--- config.mk ---
export PLATFORM = sky130hd
export DESIGN_NAME = aabb_frustum_classify
export DESIGN_NICKNAME = d
export VERILOG_FILES = /design/src/design/afc_pkg.sv /design/src/design/afc_mac.sv /design/src/design/aabb_frustum_classify.sv
export SDC_FILE = /design/constraint.sdc
export NUM_CORES = 2
export LEC_CHECK = 0
export BUFFER_PORTS_ARGS = -buffer_cell sky130_fd_sc_hd__buf_2
export CAP_MARGIN = 5
export CORE_MARGIN = 2
export CORE_UTILIZATION = 30
export CTS_CLUSTER_DIAMETER = 60
export DETAILED_ROUTE_END_ITERATION = 10
export PLACE_DENSITY = 0.41
export SLEW_MARGIN = 20
export SYNTH_ARGS = -nofsm -noshare
export SYNTH_HDL_FRONTEND = slang
export SYNTH_SLANG_ARGS = --single-unit
export TNS_END_PERCENT = 50
--- constraint.sdc ---
create_clock -name clock -period 9 [get_ports clock]
set_input_delay 1.8 -clock clock [delete_from_list [all_inputs] [get_ports clock]]
set_output_delay 1.8 -clock clock [all_outputs]
set_load 0.02 [all_outputs]
--- src/design/afc_pkg.sv ---
// Shared types and constants for the box/frustum classifier.
// No dependencies; used by afc_mac and aabb_frustum_classify.
package afc_pkg;

   localparam int COORD_WIDTH  = 16;
   localparam int COEF_W       = 16;
   localparam int FRAC_BITS    = 14;
   localparam int PLANE_COUNT  = 6;
   localparam int AXIS_COUNT   = 3;
   localparam int PLANE_W      = 4 * COEF_W;
   localparam int PLANE_IDX_W  = $clog2(PLANE_COUNT);
   localparam int AXIS_IDX_W   = $clog2(AXIS_COUNT);
   localparam int PROD_W       = COEF_W + COORD_WIDTH;
   localparam int OFF_W        = COEF_W + FRAC_BITS;
   // three products plus the aligned offset, with headroom
   localparam int ACC_W        = ((PROD_W > OFF_W) ? PROD_W : OFF_W) + 2;
   localparam int VERDICT_W    = 2;

   localparam logic [VERDICT_W-1:0] VERDICT_OUTSIDE = 2'd0;
   localparam logic [VERDICT_W-1:0] VERDICT_PARTIAL = 2'd1;
   localparam logic [VERDICT_W-1:0] VERDICT_INSIDE  = 2'd2;

   localparam logic [PLANE_IDX_W-1:0] LAST_PLANE = PLANE_IDX_W'(PLANE_COUNT - 1);
   localparam logic [AXIS_IDX_W-1:0]  LAST_AXIS  = AXIS_IDX_W'(AXIS_COUNT - 1);

   // tag travelling with each product through the shared unit
   typedef struct packed {
      logic side;        // 0: lo corner, 1: hi corner
      logic axis_first;
      logic axis_last;
   } afc_step_type;

   // one plane's outcome
   typedef struct packed {
      logic valid;
      logic any_front;   // some corner strictly in front
      logic all_front;   // all eight corners strictly in front
   } afc_plane_res_type;

endpackage

--- src/design/afc_mac.sv ---
// Shared multiplier with min/max accumulation for one plane at a time.
// Depends on afc_pkg.
module afc_mac (
   input  logic                                   clock,
   input  logic                                   reset,
   input  logic                                   step_valid,
   input  afc_pkg::afc_step_type                  step,
   input  logic signed [afc_pkg::COEF_W-1:0]      coef,
   input  logic signed [afc_pkg::COORD_WIDTH-1:0] coord,
   input  logic signed [afc_pkg::COEF_W-1:0]      offset,
   output afc_pkg::afc_plane_res_type             plane_res
);

   logic signed [afc_pkg::PROD_W-1:0] prod_in;
   logic signed [afc_pkg::PROD_W-1:0] prod_ff;
   logic                              p_vld_ff;
   afc_pkg::afc_step_type             p_step_ff;
   logic signed [afc_pkg::COEF_W-1:0] p_off_ff;

   logic signed [afc_pkg::PROD_W-1:0] lo_ff;
   logic signed [afc_pkg::ACC_W-1:0]  accmax_ff, accmax_in;
   logic signed [afc_pkg::ACC_W-1:0]  accmin_ff, accmin_in;

   logic signed [afc_pkg::PROD_W-1:0] big, sml;
   logic signed [afc_pkg::ACC_W-1:0]  off_ext, base_max, base_min;
   logic                              acc_step;

   assign prod_in = coef * coord;

   // stage 1: product
   always_ff @(posedge clock) begin
      if (reset) begin
         p_vld_ff <= 1'b0;
      end else begin
         p_vld_ff <= step_valid;
      end
      if (step_valid) begin
         prod_ff   <= prod_in;
         p_step_ff <= step;
         p_off_ff  <= offset;
      end
   end

   // stage 2: per axis take the larger and smaller corner term
   assign acc_step = p_vld_ff && p_step_ff.side;
   assign big      = (prod_ff > lo_ff) ? prod_ff : lo_ff;
   assign sml      = (prod_ff > lo_ff) ? lo_ff : prod_ff;
   assign off_ext  = afc_pkg::ACC_W'(p_off_ff) <<< afc_pkg::FRAC_BITS;
   assign base_max = p_step_ff.axis_first ? off_ext : accmax_ff;
   assign base_min = p_step_ff.axis_first ? off_ext : accmin_ff;
   assign accmax_in = base_max + afc_pkg::ACC_W'(big);
   assign accmin_in = base_min + afc_pkg::ACC_W'(sml);

   always_ff @(posedge clock) begin
      if (p_vld_ff && !p_step_ff.side) begin
         lo_ff <= prod_ff;
      end
      if (acc_step) begin
         accmax_ff <= accmax_in;
         accmin_ff <= accmin_in;
      end
   end

   // best corner decides "any in front", worst corner decides "all in front"
   always_comb begin
      plane_res.valid     = acc_step && p_step_ff.axis_last;
      plane_res.any_front = accmax_in > 0;
      plane_res.all_front = accmin_in > 0;
   end

endmodule

--- src/design/aabb_frustum_classify.sv ---
// Box versus six-plane frustum classifier, top level.
// Depends on afc_pkg and afc_mac.
// Boxes are taken one at a time: req_ready is high only in idle.
// Per box: 36 products on the shared multiplier (6 planes x 3 axes x lo/hi),
// a drain of the last products, a load of the response slot and a return to
// idle; a full response slot stalls the sequencer until it drains.
// Reset (synchronous, active high) clears the sequencer, the response slot
// and all six plane registers to zero, so every box then reads as outside.
module aabb_frustum_classify (
   input  logic                                   clock,
   input  logic                                   reset,
   input  logic                                   req_valid,
   output logic                                   req_ready,
   input  logic signed [afc_pkg::COORD_WIDTH-1:0] req_box_lo_x,
   input  logic signed [afc_pkg::COORD_WIDTH-1:0] req_box_lo_y,
   input  logic signed [afc_pkg::COORD_WIDTH-1:0] req_box_lo_z,
   input  logic signed [afc_pkg::COORD_WIDTH-1:0] req_box_hi_x,
   input  logic signed [afc_pkg::COORD_WIDTH-1:0] req_box_hi_y,
   input  logic signed [afc_pkg::COORD_WIDTH-1:0] req_box_hi_z,
   output logic                                   rsp_valid,
   input  logic                                   rsp_ready,
   output logic [afc_pkg::VERDICT_W-1:0]          rsp_verdict,
   input  logic                                   csr_write,
   input  logic [afc_pkg::PLANE_IDX_W-1:0]        csr_index,
   input  logic [afc_pkg::PLANE_W-1:0]            csr_data
);

   // sequencer states
   localparam logic [1:0] ST_IDLE  = 2'd0;
   localparam logic [1:0] ST_MUL   = 2'd1;  // issuing products
   localparam logic [1:0] ST_DRAIN = 2'd2;  // last products in flight
   localparam logic [1:0] ST_DONE  = 2'd3;  // verdict ready, waiting for slot

   logic [1:0] state_ff, state_in;

   // plane registers: nx [15:0], ny [31:16], nz [47:32], offset [63:48]
   logic [afc_pkg::PLANE_W-1:0] plane_ff [afc_pkg::PLANE_COUNT];

   // captured box, indexed by axis
   logic signed [afc_pkg::COORD_WIDTH-1:0] lo_ff [afc_pkg::AXIS_COUNT];
   logic signed [afc_pkg::COORD_WIDTH-1:0] hi_ff [afc_pkg::AXIS_COUNT];

   logic [afc_pkg::PLANE_IDX_W-1:0] plane_idx_ff;
   logic [afc_pkg::AXIS_IDX_W-1:0]  axis_ff;
   logic                            side_ff;

   logic outside_ff;   // some plane has every corner behind or on it
   logic all_in_ff;    // every plane so far has all corners in front

   // marks that the last plane result has been folded into the flags
   logic drain_seen_ff;

   logic                          rsp_valid_ff;
   logic [afc_pkg::VERDICT_W-1:0] rsp_verdict_ff, verdict;

   logic                                   req_xfer, rsp_xfer, issue, last_issue;
   logic [afc_pkg::PLANE_W-1:0]            cur_plane;
   logic signed [afc_pkg::COEF_W-1:0]      coef, offset;
   logic signed [afc_pkg::COORD_WIDTH-1:0] coord;
   afc_pkg::afc_step_type                  step;
   afc_pkg::afc_plane_res_type             plane_res;
   logic                                   mac_busy;

   assign req_ready = (state_ff == ST_IDLE);
   assign req_xfer  = req_valid && req_ready;
   assign rsp_xfer  = rsp_valid_ff && rsp_ready;

   // configuration writes; indexes past the last plane are dropped
   always_ff @(posedge clock) begin
      if (reset) begin
         for (int i = 0; i < afc_pkg::PLANE_COUNT; i++) begin
            plane_ff[i] <= '0;
         end
      end else if (csr_write && (csr_index <= afc_pkg::LAST_PLANE)) begin
         plane_ff[csr_index] <= csr_data;
      end
   end

   always_ff @(posedge clock) begin
      if (req_xfer) begin
         lo_ff[0] <= req_box_lo_x;
         lo_ff[1] <= req_box_lo_y;
         lo_ff[2] <= req_box_lo_z;
         hi_ff[0] <= req_box_hi_x;
         hi_ff[1] <= req_box_hi_y;
         hi_ff[2] <= req_box_hi_z;
      end
   end

   // operand selection for the shared unit
   assign issue      = (state_ff == ST_MUL);
   assign last_issue = issue && side_ff && (axis_ff == afc_pkg::LAST_AXIS)
                       && (plane_idx_ff == afc_pkg::LAST_PLANE);
   assign cur_plane  = plane_ff[plane_idx_ff];
   assign coef       = cur_plane[axis_ff * afc_pkg::COEF_W +: afc_pkg::COEF_W];
   assign offset     = cur_plane[afc_pkg::PLANE_W-1 -: afc_pkg::COEF_W];
   assign coord      = side_ff ? hi_ff[axis_ff] : lo_ff[axis_ff];

   always_comb begin
      step.side       = side_ff;
      step.axis_first = (axis_ff == '0);
      step.axis_last  = (axis_ff == afc_pkg::LAST_AXIS);
   end

   afc_mac u_mac (
      .clock      (clock),
      .reset      (reset),
      .step_valid (issue),
      .step       (step),
      .coef       (coef),
      .coord      (coord),
      .offset     (offset),
      .plane_res  (plane_res)
   );

   // the unit's product stage is empty once the accumulate stage has fired
   assign mac_busy = plane_res.valid;

   // step counters: side fastest, then axis, then plane
   always_ff @(posedge clock) begin
      if (reset) begin
         plane_idx_ff <= '0;
         axis_ff      <= '0;
         side_ff      <= 1'b0;
      end else if (req_xfer) begin
         plane_idx_ff <= '0;
         axis_ff      <= '0;
         side_ff      <= 1'b0;
      end else if (issue) begin
         side_ff <= !side_ff;
         if (side_ff) begin
            if (axis_ff == afc_pkg::LAST_AXIS) begin
               axis_ff      <= '0;
               plane_idx_ff <= plane_idx_ff + 1'b1;
            end else begin
               axis_ff <= axis_ff + 1'b1;
            end
         end
      end
   end

   // running verdict flags
   always_ff @(posedge clock) begin
      if (reset) begin
         outside_ff <= 1'b0;
         all_in_ff  <= 1'b1;
      end else if (req_xfer) begin
         outside_ff <= 1'b0;
         all_in_ff  <= 1'b1;
      end else if (plane_res.valid) begin
         outside_ff <= outside_ff || !plane_res.any_front;
         all_in_ff  <= all_in_ff && plane_res.all_front;
      end
   end

   always_comb begin
      state_in = state_ff;
      case (state_ff)
         ST_IDLE: begin
            if (req_xfer) state_in = ST_MUL;
         end
         ST_MUL: begin
            if (last_issue) state_in = ST_DRAIN;
         end
         ST_DRAIN: begin
            // the final product is registered, then its plane result is folded into the flags
            if (!mac_busy && (state_ff == ST_DRAIN) && drain_seen_ff) state_in = ST_DONE;
         end
         ST_DONE: begin
            if (!rsp_valid_ff || rsp_ready) state_in = ST_IDLE;
         end
         default: state_in = ST_IDLE;
      endcase
   end

   always_ff @(posedge clock) begin
      if (reset) begin
         drain_seen_ff <= 1'b0;
      end else if (state_ff != ST_DRAIN) begin
         drain_seen_ff <= 1'b0;
      end else if (mac_busy) begin
         drain_seen_ff <= 1'b1;
      end
   end

   always_ff @(posedge clock) begin
      if (reset) begin
         state_ff <= ST_IDLE;
      end else begin
         state_ff <= state_in;
      end
   end

   always_comb begin
      if (outside_ff) begin
         verdict = afc_pkg::VERDICT_OUTSIDE;
      end else if (all_in_ff) begin
         verdict = afc_pkg::VERDICT_INSIDE;
      end else begin
         verdict = afc_pkg::VERDICT_PARTIAL;
      end
   end

   // response slot; a waiting result does not block the next req transfer
   always_ff @(posedge clock) begin
      if (reset) begin
         rsp_valid_ff <= 1'b0;
      end else if ((state_ff == ST_DONE) && (!rsp_valid_ff || rsp_ready)) begin
         rsp_valid_ff <= 1'b1;
      end else if (rsp_xfer) begin
         rsp_valid_ff <= 1'b0;
      end
   end

   always_ff @(posedge clock) begin
      if ((state_ff == ST_DONE) && (!rsp_valid_ff || rsp_ready)) begin
         rsp_verdict_ff <= verdict;
      end
   end

   assign rsp_valid   = rsp_valid_ff;
   assign rsp_verdict = rsp_verdict_ff;

endmodule

==> results.toml <==
[run_status]
status = "complete, no violations"

[clock_network]
ctsLongestPathBuffers = 3
htreeDepth = 3
ctsResizeCount = 0
cts_tree = "done"
clkTransAtPathRegs_ns = 0.06
insertion_delay_ns = 0.77
post_cts_buffers = 0
cts-buffers-inserted = 104
cts_num_sinks = 779
cts_hold_buf = 0
clock-root-buffer = "clkbuf_16"

[sta]
tightest_slew_ns = 1.06
timing.setup.tns_ns = 0
relSlewSlack = 0.291
clock_skew_ns = 0.0931
setup_ws_ns = 0.706
slew_viol_final = 0
rsz0062_at_grt = "no"
final_hold_viol_count = 0
fmax_ghz = 0.121
fin_crit_sh = 0.922
setup_viol = 0
period_needed_ns = 8.29

[route]
drc_errors = 0
dr.pass1.iters = 7
num_vias = 28237
wl_per_cell_um = 21.1
drt_iter0_drc = 1625
viasPerCell = 4.61
wirelength_um = 129000
ant_nets = 0

[critical_path]
path_common_cell = "fa_1"
worstPathArrival_ns = 8.73
cp_slowest_cell = "mux4_2"
cp_top_family = "adder cells"
crit_type = "reg -> reg"
end_kind = "register"
required_ns = 9.43
path_buf_inv = 6
reg2reg_slack_ns = 0.71
cp_slowest_stage_delay_ns = 0.56
ff2ff_path_depth = 28
cp_max_fo = 49
cp-start-kind = "register"
reg2reg_to = "u_mac.prod_ff[28]$_DFFE_PP_"

[finish]
syn_to_final_growth_pct = 16.5
fin_cells = 6121
layout-drive-gt1-share = 0.159
fin_nets = 4632
fillCellCount = 15028
diodes = 0
final_util = 0.353

[floorplan]
ioPinCount = 172
core_sq_um = 150000
die_y_um = 394
die-area_sq_um = 155000
initial_utilization = 0.303
die_w_um = 394
rows = 142

[synth]
yosysWarnings = 0
synth_cell_types = 73
synth_edf_count = 761
async_flop_share = 0
avgSynthCellArea_sq_um = 12.4
synth_top_area_share = 0.502
synth_top_area_cell = "edfxtp_1"
synth_most_common_cell = "edfxtp_1"
yosys_register_bits = 779
synth_top_flop_cell = "edfxtp_1"
synthTopCellsByArea = "edfxtp_1, fa_1, mux4_2"
synthCells = 3674
synthTopCellsByCount = "edfxtp_1, nor2_1, inv_1, nand2_1, fa_1"
syn_area_sq_um = 45500
synth-seq-area-share = 0.510

[grt]
antenna_found_initial = 4
grt_pass1_vias = 30074
grt_max_degree = 82
overflow = 0
track_usage = 0.166
grt_pass1_wl_um = 194000

[placement]
pre_cts_slack_ns = 0.680
place.gp.congestion = 0.831
dp.cells = 5924
dp_hpwl_um = 91400
port_buffers = 171

[hold_path]
hold_class = "reg -> reg"
whs_endpoint = "u_mac.lo_ff[0]$_DFFE_PP_"
holdPathStages = 0
min_from = "u_mac.prod_ff[0]$_DFFE_PP_"

[job]
drv_cap = 0
==> state kept, by name, summed over array words and instances (netlist names), 2 cells and up, named ones only <==
register and cells:
u_mac.p_off_ff 16, hi_ff 48, u_mac.accmin_ff 34, u_mac.accmax_ff 34, plane_idx_ff 3, rsp_verdict 2
axis_ff 2, lo_ff 48, plane_ff 512, u_mac.lo_ff 32, state_ff 2, u_mac.prod_ff 32
u_mac.p_step_ff 3
==> through the flow <==
stage	hold WS, ns	area [sq um]
final	0.501	53100
after global routing	0.520	53100
after CTS	0.512	53100
after detailed placement	0.497	49700
after global placement	0.491	49700
after floorplan	0.406	46000
==> worst register-to-register path, delay by kind of cell (launching register included) <==
kind                     cells  cell delay [ns]
AO/OA/AOI/OAI               11             2.20
adder cells (fa/ha/maj)      7             3.32
buffers and inverters        6             0.90
flip-flops                   1             0.43
XOR/XNOR                     1             0.08
multiplexers                 2             0.94
AND/OR/NAND/NOR              1             0.11
==> cell usage in the layout, fill, tap and decap left out, types with 11 or more instances in the layout <==
cell       instances
a211oi_1          20
a21o_1            35
a21oi_1           99
a31oi_1           11
and2_1            13
and3_1            13
buf_2            171
buf_4             74
clkbuf_1          22
clkbuf_16        104
clkinv_1          24
clkinv_2          14
conb_1           128
dfxtp_1           14
edfxtp_1         761
fa_1             264
ha_1             185
inv_1            507
mux2_2            58
mux2i_1           57
mux4_2           144
nand2_1          270
nand2b_1          12
nand3_1           24
nand4_1           15
nor2_1           549
nor2b_1           53
nor3_1            16
o211ai_1          11
o21a_1            11
o21ai_0          115
o21ai_1           22
o21bai_1          12
o22ai_1           17
xnor2_1           70
xor2_1            26
==> how the worst max path moves through the flow <==
| stage | endpoint | startpoint | cells past startpoint | slack (ns) |
|---|---|---|---|---|
| after floorplan | u_mac.prod_ff[28]$_DFFE_PP_ | register | 29 | 1.13 |
| after global placement | u_mac.prod_ff[30]$_DFFE_PP_ | register | 28 | 0.66 |
| after detailed placement | u_mac.prod_ff[30]$_DFFE_PP_ | register | 28 | 0.68 |
| after CTS | u_mac.prod_ff[30]$_DFFE_PP_ | register | 28 | 0.60 |
| after global routing | u_mac.prod_ff[28]$_DFFE_PP_ | register | 28 | 0.21 |
| final | u_mac.prod_ff[28]$_DFFE_PP_ | register | 28 | 0.71 |
==> final cells by class <==
| class | count | area, sq um | share of cell area |
|---|---|---|---|
| clock buffers | 126 | 2690 | 0.0506 |
| clock inverters | 71 | 647 | 0.0122 |
| inverters | 508 | 1910 | 0.0359 |
| multi-input cells | 2368 | 20500 | 0.386 |
| flip-flops and latches | 779 | 23200 | 0.438 |
| well taps | 2016 | 2520 | 0.0475 |
| repair buffers | 253 | 1570 | 0.0296 |
==> logic make-up (layout without fill, tap and decap cells) <==
logic type                 count (synthesis)  after routing  share of synthesized area
buffers and inverters                    654            958                     0.0541
other                                      1            128                  0.0000824
muxes                                    259            259                     0.0981
xor gates and xnor gates                  96             96                     0.0185
and+or+nand+nor                         1022           1022                     0.0954
DFF                                      779            779                      0.510
AOI/OAI and AO/OA                        413            413                     0.0568
adders and majority gates                450            450                      0.167
==> per-layer routing <==
layer	up-vias	track usage	wire (um)
li1	13308	-	-
met1	14187	0.222	58300
met2	561	0.276	61800
met3	177	0.0301	5670
met4	4	0.0482	3570
met5	-	0	15
Power is left out: the tool's default activity adds up to more than one toggle a clock period on the data nets, which glitch-free logic cannot reach.
